## src/rtl/blrq_pkg.sv

```systemverilog
`timescale 1ns / 1ps
// blrq_pkg: shared types and constants for the button lockout repeat qualifier
// no dependencies; imported by every module of the block

package blrq_pkg;

    // configuration register file contents
    typedef struct packed {
        logic [7:0] button_lockout;
        logic [7:0] dpad_lockout;
        logic [7:0] save_hold;
        logic [7:0] back_hold;
        logic [3:0] fast_after;
        logic [7:0] fast_step;
    } cfg_t;

    // register indexes (byte address / 4)
    localparam logic [2:0] REG_BUTTON_LOCKOUT = 3'd0;
    localparam logic [2:0] REG_DPAD_LOCKOUT   = 3'd1;
    localparam logic [2:0] REG_SAVE_HOLD      = 3'd2;
    localparam logic [2:0] REG_BACK_HOLD      = 3'd3;
    localparam logic [2:0] REG_FAST_AFTER     = 3'd4;
    localparam logic [2:0] REG_FAST_STEP      = 3'd5;

    // register reset values
    localparam logic [7:0] RST_BUTTON_LOCKOUT = 8'd10;
    localparam logic [7:0] RST_DPAD_LOCKOUT   = 8'd15;
    localparam logic [7:0] RST_SAVE_HOLD      = 8'd5;
    localparam logic [7:0] RST_BACK_HOLD      = 8'd30;
    localparam logic [3:0] RST_FAST_AFTER     = 4'd10;
    localparam logic [7:0] RST_FAST_STEP      = 8'd10;

    localparam int unsigned BTN_W  = 12;
    localparam int unsigned MASK_W = 12;
    localparam int unsigned STEP_W = 8;

    // bit positions in the input button word
    localparam logic [3:0] BTN_A     = 4'd0;
    localparam logic [3:0] BTN_B     = 4'd1;
    localparam logic [3:0] BTN_X     = 4'd2;
    localparam logic [3:0] BTN_Y     = 4'd3;
    localparam logic [3:0] BTN_Z     = 4'd4;
    localparam logic [3:0] BTN_START = 4'd5;
    localparam logic [3:0] BTN_L     = 4'd6;
    localparam logic [3:0] BTN_R     = 4'd7;
    localparam logic [3:0] PAD_LEFT  = 4'd8;
    localparam logic [3:0] PAD_RIGHT = 4'd9;
    localparam logic [3:0] PAD_UP    = 4'd10;
    localparam logic [3:0] PAD_DOWN  = 4'd11;

    // bit positions in the press event mask
    localparam logic [3:0] EV_A        = 4'd0;
    localparam logic [3:0] EV_SAVE     = 4'd1;
    localparam logic [3:0] EV_BACK     = 4'd2;
    localparam logic [3:0] EV_UP       = 4'd3;
    localparam logic [3:0] EV_DOWN     = 4'd4;
    localparam logic [3:0] EV_LEFT     = 4'd5;
    localparam logic [3:0] EV_RIGHT    = 4'd6;
    localparam logic [3:0] EV_SHOULDER = 4'd7;
    localparam logic [3:0] EV_X        = 4'd8;
    localparam logic [3:0] EV_Y        = 4'd9;
    localparam logic [3:0] EV_Z        = 4'd10;
    localparam logic [3:0] EV_START    = 4'd11;

    // direction lockout slots
    localparam logic [1:0] DIR_UP    = 2'd0;
    localparam logic [1:0] DIR_DOWN  = 2'd1;
    localparam logic [1:0] DIR_LEFT  = 2'd2;
    localparam logic [1:0] DIR_RIGHT = 2'd3;

    localparam logic [3:0] REPEAT_MAX = 4'd15;

    // count down toward zero, holding at zero
    function automatic logic [7:0] dec8(input logic [7:0] v);
        dec8 = (v != 8'd0) ? v - 8'd1 : v;
    endfunction

    // repeat count increment, stops past fast_after or at the top
    function automatic logic [3:0] bump_repeats(input logic [3:0] r, input logic [3:0] lim);
        bump_repeats = (r <= lim && r < REPEAT_MAX) ? r + 4'd1 : r;
    endfunction

endpackage

```

## src/rtl/button_lockout_repeat_qualifier.sv

```systemverilog
`timescale 1ns / 1ps
// button_lockout_repeat_qualifier: top level, stream ports, pipeline registers
// depends on blrq_pkg, blrq_cfg_regs, blrq_core

// One input word is one sampling tick of twelve button levels; each tick gives
// exactly one output word with a press event mask and a step size. The block
// takes one word per clock when the output side keeps up: a word is held in an
// input register, passes through the lockout and repeat logic in blrq_core, and
// lands in a result register, from where the result word is offered on
// m_tvalid. The lockout, hold and repeat state is updated in the same clock the
// result is registered, which is what lets the next tick follow directly. When
// the output is stalled both registers fill and s_tready drops; no word is lost.
// Settings are written through the apb port and must only change while no tick
// is in flight. Face buttons lock after firing until released for
// button_lockout ticks, d-pad directions repeat every dpad_lockout ticks, and
// holding B raises save and back events while masking every other button.

module button_lockout_repeat_qualifier (
    input  logic        clk,
    input  logic        rst_n,
    // input stream
    input  logic        s_tvalid,
    output logic        s_tready,
    // [0] btn_a, [1] btn_b, [2] btn_x, [3] btn_y, [4] btn_z, [5] btn_start,
    // [6] btn_l, [7] btn_r, [8] pad_left, [9] pad_right, [10] pad_up,
    // [11] pad_down, [15:12] zero
    input  logic [15:0] s_tdata,
    // output stream
    output logic        m_tvalid,
    input  logic        m_tready,
    // [11:0] press_mask, [19:12] step_size, [23:20] zero
    output logic [23:0] m_tdata,
    // configuration port
    input  logic        psel,
    input  logic        penable,
    input  logic        pwrite,
    input  logic [4:0]  paddr,
    input  logic [31:0] pwdata,
    output logic [31:0] prdata,
    output logic        pready
);
    import blrq_pkg::*;

    cfg_t               cfg;

    // input register
    logic               in_valid_reg;
    logic [BTN_W-1:0]   in_word_reg;
    // result register
    logic               out_valid_reg;
    logic [MASK_W-1:0]  out_mask_reg;
    logic [STEP_W-1:0]  out_step_reg;

    logic               out_free;
    logic               advance;
    logic               s_take;
    logic [MASK_W-1:0]  core_mask;
    logic [STEP_W-1:0]  core_step;

    // result register can take a new word when empty or being drained
    assign out_free = !out_valid_reg || m_tready;
    assign advance  = in_valid_reg && out_free;
    assign s_tready = !in_valid_reg || out_free;
    assign s_take   = s_tvalid && s_tready;

    blrq_cfg_regs u_cfg (
        .clk     (clk),
        .rst_n   (rst_n),
        .psel    (psel),
        .penable (penable),
        .pwrite  (pwrite),
        .paddr   (paddr),
        .pwdata  (pwdata),
        .prdata  (prdata),
        .pready  (pready),
        .cfg     (cfg)
    );

    blrq_core u_core (
        .clk        (clk),
        .rst_n      (rst_n),
        .cfg        (cfg),
        .step_en    (advance),
        .btn        (in_word_reg),
        .press_mask (core_mask),
        .step_size  (core_step)
    );

    // control
    always_ff @(posedge clk or negedge rst_n)
    begin
        if (!rst_n)
        begin
            in_valid_reg  <= 1'b0;
            out_valid_reg <= 1'b0;
        end
        else
        begin
            if (s_take)
                in_valid_reg <= 1'b1;
            else if (advance)
                in_valid_reg <= 1'b0;

            if (advance)
                out_valid_reg <= 1'b1;
            else if (m_tready)
                out_valid_reg <= 1'b0;
        end
    end

    // payload
    always_ff @(posedge clk)
    begin
        if (s_take)
            in_word_reg <= s_tdata[BTN_W-1:0];
        if (advance)
        begin
            out_mask_reg <= core_mask;
            out_step_reg <= core_step;
        end
    end

    assign m_tvalid = out_valid_reg;
    assign m_tdata  = {4'd0, out_step_reg, out_mask_reg};

    // a word waiting in the input register stays until it moves on
    a_in_hold: assert property (@(posedge clk) disable iff (!rst_n)
        in_valid_reg && !advance |=> in_valid_reg)
        else $error("input word dropped while stalled");

    // at most one of the prioritized button events per tick
    a_one_event: assert property (@(posedge clk) disable iff (!rst_n)
        out_valid_reg |-> $countones({out_mask_reg[EV_A], out_mask_reg[EV_Z],
            out_mask_reg[EV_START], out_mask_reg[EV_SHOULDER], out_mask_reg[EV_LEFT],
            out_mask_reg[EV_RIGHT], out_mask_reg[EV_UP], out_mask_reg[EV_DOWN]}) <= 1)
        else $error("more than one prioritized event in one tick");

    // save and back come only with B held, which masks all else
    a_b_exclusive: assert property (@(posedge clk) disable iff (!rst_n)
        out_valid_reg && (out_mask_reg[EV_SAVE] || out_mask_reg[EV_BACK]) |->
            (out_mask_reg & ~((MASK_W'(1) << EV_SAVE) | (MASK_W'(1) << EV_BACK)))
                == '0)
        else $error("hold event mixed with other events");

    // a step other than one only comes with an up or down press
    a_fast_step: assert property (@(posedge clk) disable iff (!rst_n)
        out_valid_reg && out_step_reg != 8'd1 |->
            out_mask_reg[EV_UP] || out_mask_reg[EV_DOWN])
        else $error("fast step without a vertical press");

endmodule

```

## src/rtl/blrq_cfg_regs.sv

```systemverilog
`timescale 1ns / 1ps
// blrq_cfg_regs: apb register file for the qualifier settings
// depends on blrq_pkg

module blrq_cfg_regs (
    input  logic                clk,
    input  logic                rst_n,
    input  logic                psel,
    input  logic                penable,
    input  logic                pwrite,
    input  logic [4:0]          paddr,
    input  logic [31:0]         pwdata,
    output logic [31:0]         prdata,
    output logic                pready,
    output blrq_pkg::cfg_t      cfg
);
    import blrq_pkg::*;

    cfg_t       cfg_reg;
    cfg_t       cfg_next;
    logic       wr_en;
    logic [2:0] reg_idx;

    assign pready  = 1'b1;
    assign wr_en   = psel & penable & pwrite & pready;
    assign reg_idx = paddr[4:2];
    assign cfg     = cfg_reg;

    always_comb
    begin
        cfg_next = cfg_reg;
        if (wr_en)
        begin
            case (reg_idx)
                REG_BUTTON_LOCKOUT: cfg_next.button_lockout = pwdata[7:0];
                REG_DPAD_LOCKOUT:   cfg_next.dpad_lockout   = pwdata[7:0];
                REG_SAVE_HOLD:      cfg_next.save_hold      = pwdata[7:0];
                REG_BACK_HOLD:      cfg_next.back_hold      = pwdata[7:0];
                REG_FAST_AFTER:     cfg_next.fast_after     = pwdata[3:0];
                REG_FAST_STEP:      cfg_next.fast_step      = pwdata[7:0];
                default:            cfg_next = cfg_reg;
            endcase
        end
    end

    always_ff @(posedge clk or negedge rst_n)
    begin
        if (!rst_n)
        begin
            cfg_reg.button_lockout <= RST_BUTTON_LOCKOUT;
            cfg_reg.dpad_lockout   <= RST_DPAD_LOCKOUT;
            cfg_reg.save_hold      <= RST_SAVE_HOLD;
            cfg_reg.back_hold      <= RST_BACK_HOLD;
            cfg_reg.fast_after     <= RST_FAST_AFTER;
            cfg_reg.fast_step      <= RST_FAST_STEP;
        end
        else
        begin
            cfg_reg <= cfg_next;
        end
    end

    always_comb
    begin
        case (reg_idx)
            REG_BUTTON_LOCKOUT: prdata = {24'd0, cfg_reg.button_lockout};
            REG_DPAD_LOCKOUT:   prdata = {24'd0, cfg_reg.dpad_lockout};
            REG_SAVE_HOLD:      prdata = {24'd0, cfg_reg.save_hold};
            REG_BACK_HOLD:      prdata = {24'd0, cfg_reg.back_hold};
            REG_FAST_AFTER:     prdata = {28'd0, cfg_reg.fast_after};
            REG_FAST_STEP:      prdata = {24'd0, cfg_reg.fast_step};
            default:            prdata = 32'd0;
        endcase
    end

endmodule

```

## src/rtl/blrq_core.sv

```systemverilog
`timescale 1ns / 1ps
// blrq_core: lockout, repeat and hold-count state with the per-tick event logic
// depends on blrq_pkg

module blrq_core (
    input  logic                          clk,
    input  logic                          rst_n,
    input  blrq_pkg::cfg_t                cfg,
    input  logic                          step_en,
    input  logic [blrq_pkg::BTN_W-1:0]    btn,
    output logic [blrq_pkg::MASK_W-1:0]   press_mask,
    output logic [blrq_pkg::STEP_W-1:0]   step_size
);
    import blrq_pkg::*;

    logic [7:0] a_lock_reg, a_lock_next;
    logic [7:0] z_lock_reg, z_lock_next;
    logic [7:0] start_lock_reg, start_lock_next;
    logic [7:0] shoulder_lock_reg, shoulder_lock_next;
    logic [7:0] dir_lock_reg [4];
    logic [7:0] dir_lock_next [4];
    logic [7:0] hold_count_reg, hold_count_next;
    logic [3:0] up_repeats_reg, up_repeats_next;
    logic [3:0] down_repeats_reg, down_repeats_next;

    logic       sh;
    logic       go_left;
    logic       go_right;
    logic [7:0] hold_inc;
    logic [3:0] up_bump;
    logic [3:0] down_bump;

    assign sh        = btn[BTN_L] | btn[BTN_R];
    assign hold_inc  = (hold_count_reg != 8'hff) ? hold_count_reg + 8'd1 : hold_count_reg;
    assign up_bump   = bump_repeats(up_repeats_reg, cfg.fast_after);
    assign down_bump = bump_repeats(down_repeats_reg, cfg.fast_after);

    always_comb
    begin
        // countdowns first, all later checks see the counted-down values
        a_lock_next        = btn[BTN_A]     ? a_lock_reg        : dec8(a_lock_reg);
        z_lock_next        = btn[BTN_Z]     ? z_lock_reg        : dec8(z_lock_reg);
        start_lock_next    = btn[BTN_START] ? start_lock_reg    : dec8(start_lock_reg);
        shoulder_lock_next = sh             ? shoulder_lock_reg : dec8(shoulder_lock_reg);
        for (int i = 0; i < 4; i++)
        begin
            dir_lock_next[i] = dec8(dir_lock_reg[i]);
        end
        hold_count_next   = hold_count_reg;
        up_repeats_next   = up_repeats_reg;
        down_repeats_next = down_repeats_reg;
        press_mask        = '0;
        step_size         = 8'd1;
        go_left  = btn[PAD_LEFT]  && (dir_lock_next[DIR_LEFT] == 8'd0);
        go_right = btn[PAD_RIGHT] && (dir_lock_next[DIR_RIGHT] == 8'd0);

        if (btn[BTN_B])
        begin
            hold_count_next = hold_inc;
            if (hold_inc == cfg.save_hold)
                press_mask[EV_SAVE] = 1'b1;
            if (hold_inc >= cfg.back_hold)
            begin
                hold_count_next     = 8'd0;
                a_lock_next         = 8'd0;
                press_mask[EV_BACK] = 1'b1;
            end
        end
        else
        begin
            hold_count_next = dec8(hold_count_reg);
            if (btn[BTN_A] && a_lock_next == 8'd0)
            begin
                press_mask[EV_A] = 1'b1;
                a_lock_next      = cfg.button_lockout;
            end
            else if (btn[BTN_Z] && z_lock_next == 8'd0)
            begin
                press_mask[EV_Z] = 1'b1;
                z_lock_next      = cfg.button_lockout;
            end
            else if (btn[BTN_START] && start_lock_next == 8'd0)
            begin
                press_mask[EV_START] = 1'b1;
                start_lock_next      = cfg.button_lockout;
            end
            else if (sh && shoulder_lock_next == 8'd0)
            begin
                press_mask[EV_SHOULDER] = 1'b1;
                shoulder_lock_next      = cfg.button_lockout;
            end
            else if (go_left || go_right)
            begin
                // left wins a tie with right
                if (go_left)
                begin
                    press_mask[EV_LEFT]     = 1'b1;
                    dir_lock_next[DIR_LEFT]  = cfg.dpad_lockout;
                    dir_lock_next[DIR_RIGHT] = 8'd0;
                end
                else
                begin
                    press_mask[EV_RIGHT]     = 1'b1;
                    dir_lock_next[DIR_RIGHT] = cfg.dpad_lockout;
                    dir_lock_next[DIR_LEFT]  = 8'd0;
                end
                dir_lock_next[DIR_UP]   = cfg.dpad_lockout;
                dir_lock_next[DIR_DOWN] = cfg.dpad_lockout;
                up_repeats_next         = 4'd0;
                down_repeats_next       = 4'd0;
            end
            else if (btn[PAD_UP] && dir_lock_next[DIR_UP] == 8'd0)
            begin
                press_mask[EV_UP]        = 1'b1;
                dir_lock_next[DIR_UP]    = cfg.dpad_lockout;
                dir_lock_next[DIR_DOWN]  = 8'd0;
                dir_lock_next[DIR_LEFT]  = cfg.dpad_lockout;
                dir_lock_next[DIR_RIGHT] = cfg.dpad_lockout;
                up_repeats_next          = up_bump;
                down_repeats_next        = 4'd0;
                step_size = (up_bump > cfg.fast_after) ? cfg.fast_step : 8'd1;
            end
            else if (btn[PAD_DOWN] && dir_lock_next[DIR_DOWN] == 8'd0)
            begin
                press_mask[EV_DOWN]      = 1'b1;
                dir_lock_next[DIR_DOWN]  = cfg.dpad_lockout;
                dir_lock_next[DIR_UP]    = 8'd0;
                dir_lock_next[DIR_LEFT]  = cfg.dpad_lockout;
                dir_lock_next[DIR_RIGHT] = cfg.dpad_lockout;
                down_repeats_next        = down_bump;
                up_repeats_next          = 4'd0;
                step_size = (down_bump > cfg.fast_after) ? cfg.fast_step : 8'd1;
            end
            else
            begin
                if (dir_lock_next[DIR_UP] == 8'd0)
                    up_repeats_next = 4'd0;
                if (dir_lock_next[DIR_DOWN] == 8'd0)
                    down_repeats_next = 4'd0;
            end
            press_mask[EV_X] = btn[BTN_X];
            press_mask[EV_Y] = btn[BTN_Y];
        end
    end

    always_ff @(posedge clk or negedge rst_n)
    begin
        if (!rst_n)
        begin
            a_lock_reg        <= 8'd0;
            z_lock_reg        <= 8'd0;
            start_lock_reg    <= 8'd0;
            shoulder_lock_reg <= 8'd0;
            for (int i = 0; i < 4; i++)
            begin
                dir_lock_reg[i] <= 8'd0;
            end
            hold_count_reg    <= 8'd0;
            up_repeats_reg    <= 4'd0;
            down_repeats_reg  <= 4'd0;
        end
        else if (step_en)
        begin
            a_lock_reg        <= a_lock_next;
            z_lock_reg        <= z_lock_next;
            start_lock_reg    <= start_lock_next;
            shoulder_lock_reg <= shoulder_lock_next;
            for (int i = 0; i < 4; i++)
            begin
                dir_lock_reg[i] <= dir_lock_next[i];
            end
            hold_count_reg    <= hold_count_next;
            up_repeats_reg    <= up_repeats_next;
            down_repeats_reg  <= down_repeats_next;
        end
    end

endmodule

```

## config.mk

```make
export PLATFORM = sky130hd
export DESIGN_NAME = button_lockout_repeat_qualifier
export DESIGN_NICKNAME = d
export VERILOG_FILES = /design/src/rtl/blrq_pkg.sv /design/src/rtl/button_lockout_repeat_qualifier.sv /design/src/rtl/blrq_cfg_regs.sv /design/src/rtl/blrq_core.sv
export SDC_FILE = /design/constraint.sdc
export NUM_CORES = 1
export LEC_CHECK = 0
export BUFFER_PORTS_ARGS = -buffer_cell sky130_fd_sc_hd__clkbuf_2
export CELL_PAD_IN_SITES_DETAIL_PLACEMENT = 1
export CELL_PAD_IN_SITES_GLOBAL_PLACEMENT = 2
export CORE_MARGIN = 8
export CORE_UTILIZATION = 34
export DETAILED_ROUTE_END_ITERATION = 7
export PLACE_DENSITY_LB_ADDON = 0.2
export SLEW_MARGIN = 10
export SYNTH_ARGS = -nofsm -noshare
export SYNTH_HDL_FRONTEND = slang
export SYNTH_HIERARCHICAL = 1
export SYNTH_SLANG_ARGS = --single-unit
```

## constraint.sdc

```tcl
create_clock -name clk -period 3.5 [get_ports clk]
set_input_delay 0.175 -clock clk [delete_from_list [all_inputs] [get_ports clk]]
set_output_delay 0.175 -clock clk [all_outputs]
set_load 0.05 [all_outputs]
```

==> flow_summary_export.csv, run 1 <==
group,metric,value,unit
status,status,"complete, but fails checks",
status,violations,"negative setup slack",
global_route,grt_overflow,0,
clock_network,cts_made_buffers,17,
placement,gp_congestion,0.806,
sta,final.setup_skew,13.0,ps
power,p_leak,5.11,nW
sta,worst_slew_pin_slew,748,ps
floorplan,die_y,190,µm
synthesis,ys_types,84,
setup_path,cp-end-kind,"register",
setup_path,r2r_start,"u_cfg/cfg[9]",
run,drv_cap,0,
power,vdd.ir_drop.worst,0.335,mV
drt,ant_nets,0,
clock_network,clk_latency,440,ps
sta,finalWorstSetupSlack,-189,ps
placement,dp_hpwl,23.3,mm
synthesis,avgSynthCellArea,9.47,µm²
cells_and_area,n_antenna_cell,0,
cells_and_area,utilization,0.409,
global_route,gr-usage-met3,0.0284,
synthesis,ys.flop_type,"dfrtp_1",
setup_path,cp_data_arrival_time,3890,ps
cells_and_area,mostFrequentLayoutCell,"dfrtp_1",
sta,period_share,1.05,
min_path,hold_start,"m_tready",
setup_path,critPathMaxFanout,8,
setup_path,critPathMaxStageDelay,550,ps
synthesis,synth_edf_count,32,
global_route,antenna_found_initial,0,
cells_and_area,syn2layout_area_growth,17.9,%
global_route,grt_use_total,0.184,
drt,viasPerCell,5.52,
sta,rsz0062_at_grt,"true",
clock_network,clockBufferDepth,2,
setup_path,crit_family,"compound AO/OA/AOI/OAI gates",
floorplan,initial_core_util,0.347,
setup_path,critPathSlowestCell,"dfstp_2",
synthesis,synthCells,1089,
global_route,grt_pass1_wl,53.0,mm
drt,via_count,8828,
clock_network,tritoncts,"built",
placement,portBuffers,59,
clock_network,cts_root_buf,"clkbuf_16",
global_route,top_usage_layer,"met2",
cells_and_area,drive_above_1_share,0.228,
clock_network,clock_sinks,158,
drt,drt_iter0_drc,417,
sta,hold_viol,0,
floorplan,io_pins,119,
setup_path,path_cells,"inv_4 > ha_4 > nor2b_4 > o21a_1 > o21a_1 > o21ai_2 > nand2_2 > mux2_4 > ha_4 > nor2b_4 > o21ai_2 > nand2b_1 > a21oi_1 > a41o_1 > or3_4 > a21oi_4 > buf_6 > nand2b_1",
global_route,met2_usage,0.300,
synthesis,async_reset_ff_frac,0.797,
floorplan,coreArea,0.0297,mm²
floorplan,fp.dieArea,0.0362,mm²
global_route,grt_max_degree,71,
drt,drc_errors,0,
drt,routed_wirelength,33.2,mm
synthesis,synth_seq_cells,158,
floorplan,rows,63,
clock_network,cts-htree-levels,4,
cells_and_area,largest_reg_flops,44,
sta,period_needed,3690,ps
sta,slew_violations,0,
drt,wl_per_cell,20.7,µm
cells_and_area,nNetsFinal,1300,
floorplan,fp.dieW,190,µm
global_route,grt_pass1_vias,9217,
cells_and_area,layout_common_cells,"dfrtp_1, nor2_1, nand2_1, buf_4, o21ai_0",
sta,maxSlewHeadroom,0.501,
setup_path,critical_path_buf_inv_count,2,
synthesis,synth_seq_area_share,0.401,
setup_path,setup.worst_path.start_class,"register",
setup_path,cp.required,3700,ps
sta,final-setup-viol-count,8,
drt,dr.pass1.iters,5,
placement,pre_cts_slack,-287,ps
sta,max_freq,271,MHz
clock_network,clk_pin_slew_worst_paths,70,ps
setup_path,crit_start,"u_cfg/cfg[9]",
synthesis,syn-cell-area,0.0103,mm²
synthesis,ys_warn_count,6,
global_route,use_met1,0.252,
power,powerDensity,699,mW/mm²
setup_path,path_class,"register to register",
sta,setup_tns,-1120,ps
min_path,hold_class,"input pin to register",
area by class of cell:
cell class              count  area [µm²]
multi-input cells         826        5780
flip-flops and latches    158        4130
well taps                 390         488
fillers                  3403       17600
inverters                  53         201
repair buffers            139         986
clock buffers              21         460
clock inverters            11         105
cells by family after synthesis:
kind of cell,Yosys count,synth area share
and+or+nand+nor,391,0.205
AOI/OAI and AO/OA,275,0.186
DFF,158,0.401
buffers and inverters,131,0.0624
muxes,69,0.0758
adders and majority gates,45,0.0546
xor gates and xnor gates,17,0.0144
other,3,0.00109
power by group:
group | internal [W] | total [W] | switching, W | leakage, nW
combinational | 0.00154 | 0.00359 | 0.00206 | 2.99
sequential | 0.00240 | 0.00305 | 0.000649 | 1.84
clock | 0.00103 | 0.00185 | 0.000824 | 0.283
total | 0.00497 | 0.00850 | 0.00353 | 5.11
metal layers:
| layer | vias up | part of all wire |
|---|---|---|
| met1 | 4469 | 0.48 |
| met3 | 26 | 0.027 |
| met4 | 0 | 0.015 |
| li1 | 4214 | - |
| met2 | 119 | 0.48 |
| met5 | - | 0 |
Yosys cell counts, types with 7 or more instances:
cell type / n / share of area
a21o_1: 13 / 0.0095
nor3_1: 55 / 0.027
nand2_1: 74 / 0.027
a21oi_1: 52 / 0.025
clkbuf_1: 33 / 0.012
nor2b_1: 13 / 0.0079
xnor2_1: 13 / 0.011
a221o_1: 31 / 0.030
a211oi_1: 9 / 0.0066
o21a_1: 13 / 0.0095
and3_1: 7 / 0.0042
buf_2: 7 / 0.0034
nor4b_1: 10 / 0.0085
a31oi_1: 15 / 0.0091
o31ai_1: 7 / 0.0051
mux2_4: 8 / 0.012
o21ai_0: 63 / 0.031
nand2b_1: 20 / 0.012
or3_1: 12 / 0.0073
buf_4: 32 / 0.023
dfrtp_1: 110 / 0.27
o21ai_1: 7 / 0.0034
mux2i_1: 20 / 0.019
or4_1: 7 / 0.0051
nand4_1: 12 / 0.0073
nor4_1: 18 / 0.011
mux2_2: 41 / 0.045
ha_1: 45 / 0.055
nand3_1: 37 / 0.018
o2bb2ai_1: 9 / 0.0076
and2_1: 14 / 0.0085
dfstp_2: 16 / 0.041
inv_1: 51 / 0.019
edfxtp_1: 32 / 0.093
nor2_1: 74 / 0.027
worst paths after layout:
kind,end,slack (ps),cells past startpoint
min in group asynchronous,u_cfg/cfg[2],360,2
min reg2reg,u_core/shoulder_lock_reg[5],480,2
max reg2reg,out_step_reg[0],-190,18
max in group asynchronous,u_cfg/cfg[39],2330,3
min,m_tvalid,30,3
max,out_step_reg[0],-190,18
stage by stage:
stage | instance area, µm² | power [W] | std cells | hold WS, ps
floorplan | 10400 | 0.00536 | 1115 | -121
global placement | 11300 | 0.00643 | 1545 | 274
detailed placement | 11300 | 0.00650 | 1545 | 278
CTS | 12000 | 0.00844 | 1593 | 14.0
global route | 12200 | 0.00910 | 1598 | 46.3
finish | 12200 | 0.00850 | 1598 | 33.3
tightest hold or removal path, cell delays in order:
cell and delay (ps):
clkbuf_2 90, nand2b_1 120, nand2b_1 50
timing repair:
| action | CTS | global route |
|---|---|---|
| setup endpoints to repair | 8 | 21 |
| cloned | 0 | 1 |
| hold endpoints to repair | 78 | 0 |
| hold buffers | 14 | 0 |
| pin swaps | 7 | 11 |
| setup buffers | 2 | 4 |
| resized for setup | 9 | 27 |
(Power assumes the default switching activity.)
==> run 2, diff against run 1 <==
GPL_TIMING_DRIVEN = 0   (was default)
SETUP_SLACK_MARGIN = 0.2   (was default)
==> run 2 against run 1 <==
The run still ends with negative setup slack left. Sequential share of layout area fell by 2.0 points. Largest cell class unchanged. First-iteration DRC count rose by 16%. Via count rose by 4.3%. Critical endpoint unchanged.
==> flow_summary_export.csv, run 2 (synthesis gave the netlist of run 1 again) <==
group,metric,value,unit
drt,dr.pass1.iters,4,
drt,viasPerCell,5.53,
setup_path,critical_path_buf_inv_count,2,
clock_network,clk_pin_slew_worst_paths,70,ps
placement,pre_cts_slack,-593,ps
cells_and_area,n_antenna_cell,0,
sta,max_freq,276,MHz
drt,wl_per_cell,21.3,µm
clock_network,tritoncts,"built",
placement,dp_hpwl,24.7,mm
sta,final.setup_skew,16.8,ps
power,power,0.00893,W
power,switching_share,0.427,
floorplan,io_pins,119,
drt,via_count,9204,
sta,period_needed,3620,ps
min_path,hold_start,"pwdata[1]",
setup_path,cp-end-kind,"register",
setup_path,cp_data_arrival_time,3820,ps
placement,placedCellCount,1564,
cells_and_area,layout.filler_cells,3426,
power,switching_power,0.00381,W
global_route,grt_pass1_vias,9759,
cells_and_area,nNetsFinal,1367,
drt,drt_iter0_drc,485,
clock_network,clock_sinks,158,
placement,gp_congestion,0.825,
cells_and_area,layout_common_cells,"dfrtp_1, buf_4, nand2_1, nor2_1, clkbuf_2",
global_route,grt_pass1_wl,55.8,mm
sta,finalWorstSetupSlack,-117,ps
sta,period_share,1.03,
global_route,grt_use_total,0.196,
sta,final-setup-viol-count,8,
power,p_int,0.00511,W
power,p_clk_frac,0.213,
setup_path,cp.required,3700,ps
floorplan,fp.dieW,190,µm
setup_path,critPathSlowestCell,"dfstp_2",
clock_network,clockBufferDepth,2,
placement,portBuffers,58,
clock_network,cts_made_buffers,17,
floorplan,initial_core_util,0.347,
setup_path,crit_family,"compound AO/OA/AOI/OAI gates",
cells_and_area,drive_above_1_share,0.284,
cells_and_area,syn2layout_area_growth,25.3,%
clock_network,clk_latency,450,ps
cells_and_area,largest_reg_flops,44,
cells_and_area,mostFrequentLayoutCell,"dfrtp_1",
drt,routed_wirelength,35.4,mm
cells_and_area,final_cell_count_no_fill,1665,
sta,rsz0062_at_grt,"true",
drt,drc_errors,0,
sta,hold_viol,0,
status,status,"complete, but fails checks",
power,pwr-share-seq,0.343,
power,powerDensity,691,mW/mm²
floorplan,die_y,190,µm
drt,ant_nets,0,
power,comb_power_share,0.444,
sta,maxSlewHeadroom,0.413,
clock_network,cts-htree-levels,4,
clock_network,cts_root_buf,"clkbuf_16",
setup_path,critPathMaxStageDelay,560,ps
floorplan,coreArea,0.0297,mm²
setup_path,r2r_start,"u_cfg/cfg[9]",
sta,slew_violations,0,
power,vdd.ir_drop.worst,0.398,mV
global_route,grt_overflow,0,
global_route,antenna_found_initial,0,
setup_path,setup.worst_path.start_class,"register",
power,p_leak,5.41,nW
run,drv_cap,0,
setup_path,path_class,"register to register",
setup_path,critPathMaxFanout,8,
setup_path,crit_start,"u_cfg/cfg[9]",
floorplan,fp.dieArea,0.0362,mm²
setup_path,path_cells,"inv_4 > ha_4 > nor2b_4 > o21a_1 > o21a_1 > o21ai_2 > nand2_2 > mux2_4 > ha_4 > nor2b_4 > o21ai_2 > nand2b_1 > a21oi_1 > a41o_1 > or3_4 > a21oi_4 > buf_12 > nand2b_1",
floorplan,rows,63,
min_path,hold_class,"input pin to register",
sta,whs,90.3,ps
status,violations,"negative setup slack",
sta,worst_slew_pin_slew,873,ps
global_route,grt_max_degree,84,
## run 2: changes by cell type in the layout (fill, tap and decap cells not counted), moves of 7 or more
cell / change
buf_6: +7
clkbuf_1: +21
ha_1: -7
buf_2: +10
buf_4: +20
## run 2: power by group through the flow
| stage | clock (W) | combinational [W] | sequential (W) |
|---|---|---|---|
| after floorplan | 0 | 0.00248 | 0.00289 |
| after global placement | 0 | 0.00327 | 0.00306 |
| after detailed placement | 0 | 0.00334 | 0.00307 |
| after CTS | 0.00194 | 0.00362 | 0.00303 |
| after global routing | 0.00200 | 0.00438 | 0.00315 |
| final | 0.00190 | 0.00397 | 0.00306 |
## run 2: cell type report
type | instances | area (µm²) | share of cell area
multi-input cells | 826 | 6110 | 0.473
clock buffers | 17 | 425 | 0.0329
inverters | 53 | 204 | 0.0158
flip-flops and latches | 158 | 4140 | 0.320
plain buffers | 78 | 492 | 0.0381
repair buffers | 128 | 905 | 0.0700
clock inverters | 15 | 151 | 0.0117
well taps | 390 | 488 | 0.0378
## run 2: path summary, 6_finish.rpt
| path | endpoint | slack (ps) | depth (start not counted) |
|---|---|---|---|
| min in group asynchronous | u_core/dir_lock_reg[19] | 220 | 2 |
| hold / removal | u_cfg/cfg[1] | 90 | 2 |
| setup reg to reg | out_step_reg[0] | -120 | 18 |
| setup / recovery | out_step_reg[0] | -120 | 18 |
| max in group asynchronous | u_core/hold_count_reg[0] | 2430 | 3 |
| hold reg to reg | u_core/shoulder_lock_reg[5] | 500 | 2 |
## run 2: repair_timing
item	CTS	global route
setup buffers	29	22
resized for setup	48	89
endpoints found under the setup margin	66	67
pin swaps	17	28
gates cloned	1	2
hold buffers	15	0
hold endpoints to repair	57	0
## run 2: per-stage QoR
step	TNS (ps)	area, µm²	utilization
2_1_floorplan	0	10400	-
3_3_place_gp	-32470	11200	0.377
3_5_place_dp	-11770	11300	0.379
4_1_cts	-353	12400	0.417
5_1_grt	-1840	12900	0.435
6_report	-585	12900	0.435
## run 2: metal layers
metal  vias up  wire, µm  GRT usage
li1       4365         -          -
met3        37       986     0.0249
met1      4633     16800      0.265
met5         -         0          0
met2       169     17000      0.321
met4         0       648     0.0632
